===== src/sv/pida_pkg.sv =====
// types and constants shared by the positional insert/delete array
package pida_pkg;

    localparam int CNT_W  = 7;
    localparam int DATA_W = 32;

    typedef enum logic [1:0] {
        FN_INSERT = 2'd0,
        FN_DELETE = 2'd1,
        FN_READ   = 2'd2
    } t_func;

    typedef enum logic [1:0] {
        STS_OK     = 2'd0,
        STS_BADPOS = 2'd1,
        STS_FULL   = 2'd2,
        STS_EMPTY  = 2'd3
    } t_status;

    typedef enum logic [1:0] {
        CMD_NONE   = 2'd0,
        CMD_INSERT = 2'd1,
        CMD_DELETE = 2'd2,
        CMD_ROTATE = 2'd3
    } t_cmd_op;

    typedef enum logic {
        ST_IDLE = 1'b0,
        ST_READ = 1'b1
    } t_state;

    typedef struct packed {
        t_cmd_op                   op;
        logic signed [DATA_W-1:0]  value;
        logic [CNT_W-1:0]          pos;
        logic [CNT_W-1:0]          wrap;
    } t_chain_cmd;

    typedef struct packed {
        logic [1:0]                func;
        logic signed [DATA_W-1:0]  value;
        logic [CNT_W-1:0]          position;
    } t_in;

    typedef struct packed {
        logic signed [DATA_W-1:0]  data;
        logic [1:0]                status;
        logic [CNT_W-1:0]          fill_count;
        logic                      last;
    } t_out;

endpackage


===== src/sv/pida_cell.sv =====
// one storage cell of the shifting entry chain
module pida_cell #(
    parameter int CELL_IDX = 0
) (
    input  logic                               i_clk,
    input  pida_pkg::t_chain_cmd               i_cmd,
    input  logic signed [pida_pkg::DATA_W-1:0] i_left,
    input  logic signed [pida_pkg::DATA_W-1:0] i_right,
    input  logic signed [pida_pkg::DATA_W-1:0] i_head,
    output logic signed [pida_pkg::DATA_W-1:0] o_data
);

    localparam logic [pida_pkg::CNT_W-1:0] MY_IDX = pida_pkg::CNT_W'(CELL_IDX);

    logic signed [pida_pkg::DATA_W-1:0] r_data;
    logic signed [pida_pkg::DATA_W-1:0] n_data;

    always_comb begin
        n_data = r_data;
        case (i_cmd.op)
            pida_pkg::CMD_INSERT: begin
                if (MY_IDX == i_cmd.pos) begin
                    n_data = i_cmd.value;
                end else if (MY_IDX > i_cmd.pos) begin
                    n_data = i_left;
                end
            end
            pida_pkg::CMD_DELETE: begin
                if (MY_IDX >= i_cmd.pos) begin
                    n_data = i_right;
                end
            end
            pida_pkg::CMD_ROTATE: begin
                if (MY_IDX == i_cmd.wrap) begin
                    n_data = i_head;
                end else begin
                    n_data = i_right;
                end
            end
            default: begin
                n_data = r_data;
            end
        endcase
    end

    always_ff @(posedge i_clk) begin
        r_data <= n_data;
    end

    assign o_data = r_data;

endmodule


===== config.mk =====
export PLATFORM = sky130hd
export DESIGN_NAME = pida_cell
export DESIGN_NICKNAME = d
export VERILOG_FILES = /design/src/sv/pida_pkg.sv /design/src/sv/pida_cell.sv
export SDC_FILE = /design/constraint.sdc
export NUM_CORES = 1
export LEC_CHECK = 0
export BUFFER_PORTS_ARGS = -buffer_cell sky130_fd_sc_hd__buf_2
export CAP_MARGIN = 0
export CORE_MARGIN = 4
export CORE_UTILIZATION = 30
export DETAILED_ROUTE_END_ITERATION = 6
export MAX_ROUTING_LAYER = met4
export PLACE_DENSITY_LB_ADDON = 0.2
export REMOVE_ABC_BUFFERS = 1
export SYNTH_ARGS = -nofsm -noshare
export SYNTH_HDL_FRONTEND = slang
export SYNTH_SLANG_ARGS = --single-unit

===== constraint.sdc =====
create_clock -name i_clk -period 2.9 [get_ports i_clk]
set_input_delay 0.145 -clock i_clk [delete_from_list [all_inputs] [get_ports i_clk]]
set_output_delay 0.145 -clock i_clk [all_outputs]
set_load 0.02 [all_outputs]

# After elaboration in Yosys (flattened, before gate mapping)
# Index checks and enable logic that the tools add are counted.
# totals
regBits	32
inputBits	145
output_inout_bits	32
word_cells	17
# op_classes
n_lt_le_gt_ge	2
n_eq_ne	5
muxes	5
reduce_logical	4
# ops
cell	n
32-bit two-way mux	4
32-bit one-hot mux with 3 select lines	1
7-bit zero test	2
1-bit by 7-bit greater-or-equal comparator with 1-bit output (first input constant)	1
1-bit by 7-bit greater-than comparator with 1-bit output (first input constant)	1
2-bit equality test (second input constant)	2
3-bit inequality test (second input constant)	1
3-bit AND reduction	1
3-bit nonzero test	1
2-bit by 1-bit equality test with 1-bit output (second input constant)	1
2-bit inequality test (second input constant)	1

# Depth between registers and ports, before layout
# depth
word_depth	4
depth_mapped	5
depth_no_buf	3

# Worst setup path after synthesis
# OpenSTA, ideal clock, no wires.
# synth_path
kind	in2reg
start	input port i_cmd[10] (netlist name)
end	register r_data, in the netlist o_data[0], enable pin
setup_ns	0.393
t_arrival_ns	1.884
t_required_ns	2.507
setup_slack_ns	0.623
cell_stages	5
cell_sequence	nor4_4 > and2_0 > clkbuf_1 > buf_2 > maj3_1
# synth_between
elab_chain_len	3
elab_cells_between_ends	6
# synth_rtl
element	line	rtl
from (decl)	pida_cell.sv:6	input pida_pkg::t_chain_cmd i_cmd,
1-bit by 7-bit greater-than comparator with 1-bit output, or another cell as far along	pida_cell.sv:24	end else if (MY_IDX > i_cmd.pos) begin
3-bit inequality test (no source line) / 2-bit inequality test (equally long branches)	--	
3-bit AND reduction (no source line) (*)	--	
to (signal assigned)	pida_cell.sv:47	r_data <= n_data;
to (decl)	pida_cell.sv:15	logic signed [pida_pkg::DATA_W-1:0] r_data;
# Every way passes the cells marked *; elsewhere a longest branch is shown, timed or not.
# A chain may end at the register's enable or synchronous reset.

# Worst setup path after layout
# layout_path
start	input port i_cmd[1] (netlist name)
end	register r_data, in the netlist o_data[21], data pin
# layout_between
elab_chain_len	3
# layout_rtl
element	line	rtl
7-bit zero test	pida_cell.sv:34	if (MY_IDX == i_cmd.wrap) begin
32-bit two-way mux	pida_cell.sv:34	
32-bit one-hot mux with 3 select lines	pida_cell.sv:20	case (i_cmd.op)
named net n_data (one bit)	pida_cell.sv:16	logic signed [pida_pkg::DATA_W-1:0] n_data;
# The timed path passes the listed nets, and every way through them passes these cells.

==> summary.md <==
| Metric | Value |
|---|---|
| Max-cap viol count | 0 |
| Post-synth top area share | 34.4% |
| Remaining DRCs | 0 |
| Dpl hpwl | 6660 µm |
| Synth cell types | 22 |
| # clock sinks | 32 |
| Run status | completed |
| Initial Util | 31.4% |
| Max clock buf depth | 2 |
| Register Area | 961 µm² |
| Vias in the first global route | 2964 |
| Die W | 104 µm |
| Initial DRC count | 124 |
| Largest net degree at the start of global routing | 73 |
| CP max FO | 32 |
| Worst hold margin | 0.284 ns |
| Die ar. | 10900 µm² |
| Worst endpoint data arrival time | 1.99 ns |
| CTS tree | yes |
| Worst setup EP type | flop |
| FF+latch count, synth | 32 |
| Max VDD drop | 0.000170 V |
| Row cnt | 34 |
| Post-synthesis sequential area ratio | 34.4% |
| Warnings from Yosys | 0 |
| Multi-input logic area | 1660 µm² |
| Area contributors post-synth | edfxtp_1 34%, nor4b_2 16%, a211oi_1 8.6%, nand2b_1 7.2%, a21oi_1 5.7% |
| Critical path launch point type | input port |
| Via count of the routed design | 2834 |
| Most common cell after layout, fill and taps aside | buf_2 |
| Ratio of cells with drive above 1 in the final layout | 55.8% |
| Setup Fix Bufs, Post-CTS | 0 |
| Post-DRT Antenna Nets | 0 |
| Post-Syn Area | 2790 µm² |
| H-tree depth | 2 |
| Max FFs per register | 32 |
| Tot Pwr | 1.25 mW |
| Filler cells | 905 |
| GPL Wtd Cong | 0.726 |
| Slew Viols, Final | 0 |
| Resized cells post-CTS | 0 |
| Final Setup Violations | 0 |
| Initial antenna violation count | 0 |
| Worst Setup Path Type | in -> reg |
| Fin crit share | 68.6% |
| Final Hold Viols | 0 |
| DR pass1 iterations | 4 |
| GRT Total Usage | 17.3% |
| CTS clock-pin slew for the worst setup and hold paths | 0.07 ns |
| Synthesized area per cell | 10.3 µm² |
| Worst slew pin tran | 1.20 ns |
| I/O pins | 177 |
| Core Area | 8890 µm² |
| Clock root buffer | clkbuf_8 |
| Required @ worst endpoint | 2.90 ns |
| Power per cell area | 328 nW/µm² |
| Fin nets | 570 |
| Port bufs | 176 |
| Crit path time final | 1.99 ns |
| Drt total wl | 9570 µm |
| Total CTS buffers | 5 |
| Post-synth top area cell | edfxtp_1 |
| Peak Freq | 502 MHz |
| GRT overflow | 0 |
| RSZ-0062 raised after global routing | false |
| Synthesized netlist cell count | 270 |
| Pleak | 1.47 nW |
| Wire length of the first global-routing pass | 14900 µm |
| Worst min path class | in -> reg |
| Number of hold buffers added after CTS | 0 |
| Die Height | 104 µm |
| N_diodes | 0 |
| Area delta synth->final | 36.3% |
| Max transition margin | 20.0% |
| Via-to-Cell Ratio | 5.32 |
| WL per Instance | 18.0 µm |
## stage by stage
stage          instances  setup slack [ns]  TNS (ns)  cell area, µm²  utilization [%]
3_3_place_gp         526             0.700         0            3730             41.9
4_1_cts              533             0.921         0            3800             42.8
5_1_grt              533             0.796         0            3800             42.8
3_5_place_dp         526             0.620         0            3730             41.9
2_1_floorplan        232            -0.795    -25.43            2590                -
6_report             533             0.910         0            3800             42.8
## cells by family (layout without fill, tap and decap cells)
group,after synthesis,in the layout,synth area share (%)
compound gates,96,96,26.5
buf+inv,38,193,7.04
flops,32,32,34.4
simple gates,103,103,31.6
fa+ha+maj,1,1,0.359
## worst max-delay path: stages
cell       delay [ns]
buf_2            0.12
or4b_2           1.17
nor4b_1          0.44
a2111oi_0        0.11
## Yosys cell counts, drive strengths merged
master   instances
nor4             2
a2111oi         32
and2             1
maj3             1
buf             19
nor3             1
edfxtp          32
a21oi           32
nand2b          32
a211oi          32
nor4b           33
or4              1
or4b             1
clkbuf          19
nor2            32
## cell type report
type	instances	area share, %
clock buffers	6	1.91
clock inverters	1	0.132
multi-input cells	200	43.6
flip-flops and latches	32	25.3
well taps	108	3.55
repair buffers	186	25.5
## worst paths after layout
| check | to | cells after the start | start | slack, ns |
|---|---|---|---|---|
| max | o_data[21] | 4 | i_cmd[1] | 0.91 |
| min | o_data[23] | 3 | i_cmd[37] | 0.28 |
## power by group
group,total (mW),internal (mW),switching [mW]
Sequential,0.561,0.553,0.00877
Clock,0.328,0.163,0.165
Combinational,0.360,0.160,0.200
Total,1.25,0.876,0.373
## routing by layer
layer	global-route usage [%]	share of wire, %	vias to the layer above
met3	3.72	6.7	14
li1	-	-	1390
met1	22.2	44	1310
met5	-	0	-
met2	27.5	48	120
met4	4.65	1.4	0
Note: power is estimated with default switching activity, not from simulation.
